### config.mk
export PLATFORM = sky130hd
export DESIGN_NAME = pfh_div
export DESIGN_NICKNAME = d
export VERILOG_FILES = /design/src/design/pfh_pkg.sv /design/src/design/pfh_div.sv
export SDC_FILE = /design/constraint.sdc
export NUM_CORES = 1
export LEC_CHECK = 0
export ABC_CLOCK_PERIOD_IN_PS = 4100
export BUFFER_PORTS_ARGS = -buffer_cell sky130_fd_sc_hd__buf_2
export CAP_MARGIN = 0
export CORE_ASPECT_RATIO = 0.8
export CORE_UTILIZATION = 56
export CTS_BUF_LIST = sky130_fd_sc_hd__clkbuf_16
export DETAILED_ROUTE_END_ITERATION = 12
export PLACE_DENSITY = 0.86
export SETUP_SLACK_MARGIN = 0.1
export SYNTH_ARGS = -nofsm -noshare
export SYNTH_HDL_FRONTEND = slang
export SYNTH_SLANG_ARGS = --single-unit
### constraint.sdc
create_clock -name clk_i -period 4.1 [get_ports clk_i]
set_input_delay 0.41 -clock clk_i [delete_from_list [all_inputs] [get_ports clk_i]]
set_output_delay 0.41 -clock clk_i [all_outputs]
set_load 0.01 [all_outputs]
### src/design/pfh_pkg.sv
`default_nettype none
// ----------------------------------------------------------------------------
// Pulse frequency histogram package
// Shared types, constants and a helper function of the pulse histogram block.
// ----------------------------------------------------------------------------
package pfh_pkg;

  localparam int unsigned NUM_BINS_DEF = 512;

  localparam int unsigned DIV_W  = 32;
  localparam int unsigned STEP_W = 6;

  localparam logic [STEP_W-1:0] FREQ_STEPS = 6'd32;
  localparam logic [STEP_W-1:0] BIN_STEPS  = 6'd16;

  localparam logic [23:0] FREQ_MAX = 24'hFFFFFF;

  localparam logic [15:0] LEFT_RST  = 16'd0;
  localparam logic [15:0] RIGHT_RST = 16'd500;
  localparam logic [15:0] STEP_RST  = 16'd1;
  localparam logic [23:0] RATE_RST  = 24'd1000;

  typedef enum logic [1:0] {
    PH_IDLE,
    PH_HIGH,
    PH_LOW
  } phase_e;

  typedef enum logic [2:0] {
    ST_IDLE,
    ST_FREQ,
    ST_RANGE,
    ST_BIN,
    ST_RMW,
    ST_READ,
    ST_DONE
  } state_e;

  typedef enum logic [1:0] {
    CFG_LEFT  = 2'd0,
    CFG_RIGHT = 2'd1,
    CFG_STEP  = 2'd2,
    CFG_RATE  = 2'd3
  } cfg_idx_e;

  typedef enum logic {
    OP_SAMPLE = 1'b0,
    OP_READ   = 1'b1
  } op_e;

  typedef struct packed {
    logic              start;
    logic [DIV_W-1:0]  dividend;
    logic [DIV_W-1:0]  divisor;
    logic [STEP_W-1:0] steps;
  } div_req_t;

  typedef struct packed {
    logic             done;
    logic [DIV_W-1:0] quotient;
    logic [DIV_W-1:0] remainder;
  } div_rsp_t;

  function automatic logic [31:0] sat_inc(input logic [31:0] v);
    sat_inc = (v == 32'hFFFFFFFF) ? v : v + 32'd1;
  endfunction

endpackage
`default_nettype wire

### src/design/pfh_div.sv
`default_nettype none
// ----------------------------------------------------------------------------
// Shared restoring divider
// Produces one quotient bit per cycle, MSB first, for a left-aligned dividend.
// ----------------------------------------------------------------------------
module pfh_div (
  input  wire logic             clk_i,
  input  wire logic             rst_ni,
  input  wire pfh_pkg::div_req_t req_i,
  output pfh_pkg::div_rsp_t      rsp_o
);

  logic                       busy_q;
  logic                       done_q;
  logic [pfh_pkg::STEP_W-1:0] cnt_q;
  logic [pfh_pkg::DIV_W-1:0]  dvd_q;
  logic [pfh_pkg::DIV_W-1:0]  dvs_q;
  logic [pfh_pkg::DIV_W-1:0]  quo_q;
  logic [pfh_pkg::DIV_W-1:0]  rem_q;

  logic [pfh_pkg::DIV_W:0]    trial;
  logic [pfh_pkg::DIV_W:0]    diff;
  logic                       fits;

  assign trial = {rem_q, dvd_q[pfh_pkg::DIV_W-1]};
  assign diff  = trial - {1'b0, dvs_q};
  assign fits  = ~diff[pfh_pkg::DIV_W];

  always_ff @(posedge clk_i or negedge rst_ni) begin
    if (!rst_ni) begin
      busy_q <= 1'b0;
      done_q <= 1'b0;
      cnt_q  <= '0;
    end else if (req_i.start) begin
      busy_q <= 1'b1;
      done_q <= 1'b0;
      cnt_q  <= req_i.steps;
    end else if (busy_q) begin
      cnt_q <= cnt_q - 1'b1;
      if (cnt_q == pfh_pkg::STEP_W'(1)) begin
        busy_q <= 1'b0;
        done_q <= 1'b1;
      end
    end else begin
      done_q <= 1'b0;
    end
  end

  always_ff @(posedge clk_i) begin
    if (req_i.start) begin
      dvd_q <= req_i.dividend;
      dvs_q <= req_i.divisor;
      quo_q <= '0;
      rem_q <= '0;
    end else if (busy_q) begin
      dvd_q <= {dvd_q[pfh_pkg::DIV_W-2:0], 1'b0};
      rem_q <= fits ? diff[pfh_pkg::DIV_W-1:0] : trial[pfh_pkg::DIV_W-1:0];
      quo_q <= {quo_q[pfh_pkg::DIV_W-2:0], fits};
    end
  end

  assign rsp_o.done      = done_q;
  assign rsp_o.quotient  = quo_q;
  assign rsp_o.remainder = rem_q;

endmodule
`default_nettype wire

==> impl_metrics.json, run 1 <==
{
  "crit_path_max_fanout": 21,
  "synthSimpleGateAreaFrac_pct": 10.3,
  "ctsResizeCount": 0,
  "hold_start": "req_i[25]",
  "die_width_um": 128,
  "row_count": 36,
  "fin_nets": 906,
  "avgSynthCellArea_um2": 10.6,
  "dpl.hpwl_um": 11300,
  "grt_pass1_vias": 5525,
  "fin_cells": 983,
  "start_kind": "flop",
  "rsz0062_at_grt": "no",
  "wl_um": 15900,
  "drt_iter0_drc": 316,
  "io_buffers": 137,
  "hold_viol": 0,
  "r2r_cells": 13,
  "vias": 5514,
  "grt_pass1_wl_um": 25900,
  "clk_pin_slew_ps": 60,
  "criticalPathCategory": "reg -> reg",
  "n_fill_cell": 947,
  "synth-edff-count": 64,
  "status": "completed",
  "clockBufferDepth": 2,
  "ios": 138,
  "rr_endpoint": "rem_q[6]",
  "min_to": "dvs_q[19]",
  "htreeDepth": 4,
  "routedWlPerCell_um": 16.2,
  "synthTopCellsByArea": "edfxtp_1, dfxtp_1, mux2i_1, ha_1, mux2_2",
  "r2r-start": "dvd_q[31]",
  "grt_usage_pct": 25.6,
  "root_buffer": "clkbuf_16",
  "die_area_um2": 13100,
  "grt_max_degree": 59,
  "fin_crit_ps": 3360,
  "end_kind": "flop",
  "powerDensity_nw_per_um2": 629,
  "required_ps": 4360,
  "hp-class": "in -> reg",
  "place_inst": 949,
  "dpl_cell_area_um2": 7900,
  "numCtsBuffers": 17,
  "ir_drop_mv": 0.349,
  "synth.largest_area_cell": "edfxtp_1",
  "final_max_slew_viol_count": 0,
  "synth-warning-count": 0,
  "max_slew_margin_pct": 39.7,
  "fmax_ghz": 0.298,
  "post-route-period-util_pct": 81.9,
  "seq_area_frac_synth_pct": 47.9,
  "start_util_pct": 58.0,
  "synth_common_cells": "nor2_1, dfxtp_1, edfxtp_1",
  "power.leakage_nw": 4.01,
  "drive_gt1_share_pct": 26.9,
  "yosys_register_bits": 136,
  "synth_nets": 775,
  "overflow": 0,
  "synthXorXnorAreaFrac_pct": 4.21,
  "maxCapViolCount": 0,
  "vias_per_cell": 5.61,
  "syn_inst": 667,
  "synthMuxAreaShare_pct": 13.8,
  "finalSetupTns_ps": 0,
  "whs_path_depth": 1,
  "setup_viol": 0,
  "rrSetupSlack_ps": 740,
  "async_flop_share_pct": 5.88,
  "netlist.area_leader.share_pct": 27.1,
  "clk_latency_ps": 430,
  "final_area_um2": 8490,
  "drc": 0,
  "worst_pin_slew_ps": 900,
  "drt-pass1-iter-count": 5,
  "ant_nets": 0,
  "yosysMostFrequentCell": "nor2_1",
  "synth-compound-area-share_pct": 12.9,
  "antenna_found_initial": 1,
  "synth_area_um2": 7100,
  "cts_tree": "built",
  "synth_adder_area_share_pct": 6.27,
  "area_delta_synth_final_pct": 19.6,
  "clock_skew_ps": 11.0,
  "cts.sinks": 136,
  "synth_cell_type_count": 63,
  "ys.flop_type": "edfxtp_1",
  "worst_ep_arrival_time_ps": 3620,
  "fp.dieH_um": 103,
  "core_um2": 12300,
  "synth_top_family_by_area": "multiplexers",
  "gp_congestion": 0.962
}
==> registers in the layout (all words and copies together), names as in the netlist <==
name    flops
quo_q      32
dvd_q      32
done_q      1
dvs_q      32
cnt_q       6
busy_q      1
rem_q      32
==> metrics by stage <==
step           total power [mW]  hold WS, ps  setup WS (ps)  util, %
2_1_floorplan              3.36          114           1090        -
3_3_place_gp               3.73          257            914     64.5
3_5_place_dp               3.84          266            792     64.5
4_1_cts                    5.35          138            732     69.3
5_1_grt                    5.64          142            544     69.3
6_report                   5.34          157            742     69.3
==> worst max path at each step <==
stage	startpoint	endpoint	slack, ps
final	dvd_q[31]	rem_q[6]	740
after CTS	dvd_q[31]	rem_q[6]	730
after global routing	dvd_q[31]	rem_q[13]	540
after floorplan	dvd_q[31]	rem_q[31]	1090
after global placement	dvd_q[31]	rem_q[5]	910
after detailed placement	dvd_q[31]	rem_q[5]	790
==> layer usage <==
metal	up-vias	track usage (%)	routed length, um
li1	2655	-	-
met1	2594	30.6	6750
met2	232	41.8	7430
met3	33	8.15	1320
met4	0	13.8	379
met5	-	0	0
==> logic make-up (layout without fill, tap and decap cells) <==
kind of cell,count (synthesis),count (layout)
AO/OA/AOI/OAI,130,130
XOR/XNOR,32,32
adder cells (fa/ha/maj),35,35
buffers and inverters,77,221
flip-flops,136,136
multiplexers,94,94
other,0,1
AND/OR/NAND/NOR,163,163
==> placed cells by master, fill, tap and decap left out, drive strengths merged, types with 3 or more instances in the layout <==
cell / instances
nor3: 4
or3: 5
nand4: 4
and2: 5
nand2: 41
xnor2: 16
nand2b: 4
edfxtp: 64
clkbuf: 19
a21oi: 21
xor2: 16
o41ai: 3
nand3: 9
dfrtp: 8
nor2: 74
a21o: 11
ha: 34
mux2: 32
buf: 143
o21ai: 36
a211oi: 18
o21a: 6
o21bai: 4
a311oi: 3
clkinv: 7
a31oi: 7
dfxtp: 64
nor2b: 4
mux2i: 62
inv: 51
==> report_power, final <==
group | internal (mW) | switching [mW] | leakage, nW
Sequential | 1.64 | 0.188 | 1.27
Clock | 0.859 | 0.626 | 0.291
Combinational | 0.917 | 1.10 | 2.45
Total | 3.42 | 1.92 | 4.01
==> worst max-delay path: stages (launching register included) <==
cell      delay (ps)
edfxtp_1         320
inv_1             50
ha_1             220
fa_1             430
nor2b_1          170
o31a_2           210
o41ai_4          100
o211a_1          290
o21a_1           230
o31a_4           320
xnor2_4          140
buf_4            340
mux2i_1          250
a211oi_1         100
==> area by class of cell <==
cell class / instances / area, um2 / share of cell area [%]
antenna: 1 / 2.50 / 0.0295
multi-input combinational: 454 / 3370 / 39.7
clock inverter: 13 / 108 / 1.27
tap: 171 / 214 / 2.52
timing repair buffer: 144 / 743 / 8.75
sequential: 136 / 3410 / 40.1
clock buffer: 19 / 475 / 5.60
inverter: 45 / 169 / 1.99
==> what timing repair did <==
item                      CTS  global route
hold buffers                1             0
setup buffers               0             0
hold endpoints to repair    8             0
Power figures use the tool's default switching activity.
==> inputs of run 2 (changes only) <==
- ABC_CLOCK_PERIOD_IN_PS: 4100 -> 3300
- clock period: 4.1 -> 3.3 ns (I/O delays scaled with it)
==> run 2 against run 1 <==
  * Hold slack got worse by 81 ps
  * Core utilization rose by 1.7 points
  * Highest routed layer unchanged
  * First-iteration DRC count fell by 7.3%
==> impl_metrics.json, run 2 (synthesis gave the netlist of run 1 again) <==
{
  "rsz0062_at_grt": "yes",
  "rrSetupSlack_ps": 170,
  "grt_pass1_wl_um": 25500,
  "cts_tree": "built",
  "die_width_um": 128,
  "layout_commonest_cell": "buf_2",
  "setup_slack_ps": 174,
  "row_count": 36,
  "clockBufferDepth": 2,
  "antenna_found_initial": 0,
  "grt_pass1_vias": 5361,
  "gp_congestion": 0.958,
  "diodes": 0,
  "clk_latency_ps": 420,
  "hold_viol": 0,
  "fin_nets": 917,
  "root_buffer": "clkbuf_16",
  "cp-startpoint": "dvs_q[0]",
  "max_slew_margin_pct": 48.4,
  "drc": 0,
  "fin_hold_ws_ps": 75.7,
  "vias": 5502,
  "core_um2": 12300,
  "overflow": 0,
  "worst_ep_arrival_time_ps": 3400,
  "area_delta_synth_final_pct": 22.6,
  "rr_endpoint": "rem_q[10]",
  "worst_pin_slew_ps": 774,
  "powerDensity_nw_per_um2": 794,
  "finalSetupTns_ps": 0,
  "drt-pass1-iter-count": 4,
  "ir_drop_mv": 0.443,
  "vias_per_cell": 5.54,
  "numCtsBuffers": 17,
  "setup_viol": 0,
  "wl_um": 16100,
  "hp-class": "in -> reg",
  "drt_iter0_drc": 293,
  "required_ps": 3570,
  "ant_nets": 0,
  "power.total_mw": 6.91,
  "fin_crit_ps": 3130,
  "post-route-period-util_pct": 94.7,
  "end_kind": "flop",
  "final_max_slew_viol_count": 0,
  "routedWlPerCell_um": 16.2,
  "cts.sinks": 136,
  "endpoint": "rem_q[10]",
  "r2r_cells": 13,
  "start_kind": "flop",
  "most-common-layout-cells": "buf_2, nor2_1, edfxtp_1, dfxtp_1, mux2i_1",
  "criticalPathCategory": "reg -> reg",
  "clock_skew_ps": 11.2,
  "crit_path_max_fanout": 13,
  "htreeDepth": 4,
  "power.leakage_nw": 4.10,
  "clk_pin_slew_ps": 70,
  "r2r-start": "dvs_q[0]",
  "ios": 138,
  "grt_usage_pct": 25.1,
  "fp.dieH_um": 103,
  "die_area_um2": 13100,
  "dp_slack_ps": 16.1,
  "dpl.hpwl_um": 11200,
  "start_util_pct": 58.0,
  "drive_gt1_share_pct": 28.6,
  "grt_max_degree": 68,
  "maxCapViolCount": 0,
  "io_buffers": 137,
  "fmax_ghz": 0.320,
  "status": "completed"
}
-- run 2: cell types whose count changed in the layout (fill, tap and decap cells not counted), moves of 2 or more --
cell	change
a31oi_1	-2
a31oi_2	+2
inv_1	+2
buf_4	+7
buf_12	+3
clkbuf_16	+2
clkinv_4	-4
-- run 2: what timing repair did --
action,in CTS,in global routing
hold buffers,1,0
gates resized for setup,2,10
endpoints found under the setup margin,25,32
gates cloned,1,0
pin swaps,2,6
endpoints found under the hold margin,8,0
buffers inserted,2,6
-- run 2: how the worst min path moves through the flow --
stage                          from        to  slack [ps]  cells past startpoint
final                     req_i[10]  dvs_q[4]          80                      1
after global routing      req_i[10]  dvs_q[4]          60                      1
after CTS                 req_i[10]  dvs_q[4]          60                      1
after detailed placement     rst_ni  cnt_q[0]         180                      1
after global placement       rst_ni  cnt_q[5]         180                      1
after floorplan              rst_ni    busy_q          30                      0
-- run 2: worst max-delay path, stage by stage, from the launching register on --
cell,delay [ps]
edfxtp_1,370
ha_2,220
fa_2,430
nor2b_4,160
o31a_4,160
o41ai_4,80
o211a_1,240
o21a_1,210
o31a_4,320
xnor2_4,180
buf_12,130
buf_12,140
mux2i_2,240
a211oi_2,90
-- run 2: report_power, final --
group	internal, mW	total [mW]	switching (mW)
combinational	1.33	2.74	1.41
sequential	2.04	2.29	0.243
clock	1.15	1.89	0.742
-- run 2: metrics by stage --
| step | instances | utilization [%] | cell area, um2 |
|---|---|---|---|
| floorplan | 667 | - | 7100 |
| global placement | 951 | 64.8 | 7940 |
| detailed placement | 951 | 64.8 | 7940 |
| CTS | 987 | 70.3 | 8620 |
| global route | 993 | 71.0 | 8700 |
| finish | 993 | 71.0 | 8700 |
-- run 2: metal layers --
layer	vias up	track usage, %	wire, um	share of wire [%]
met2	213	41.3	7430	46
met3	33	7.99	1270	7.9
li1	2686	-	-	-
met4	0	11.4	410	2.6
met5	-	0	0	0
met1	2570	30.6	6960	43
-- run 2: final cells by class --
class                      instances  area [um2]
clock buffer                      21         526
fill                             895        3550
tap                              171         214
clock inverter                    11        78.8
timing repair buffer             155         883
inverter                          45         169
sequential                       136        3410
multi-input combinational        454        3430
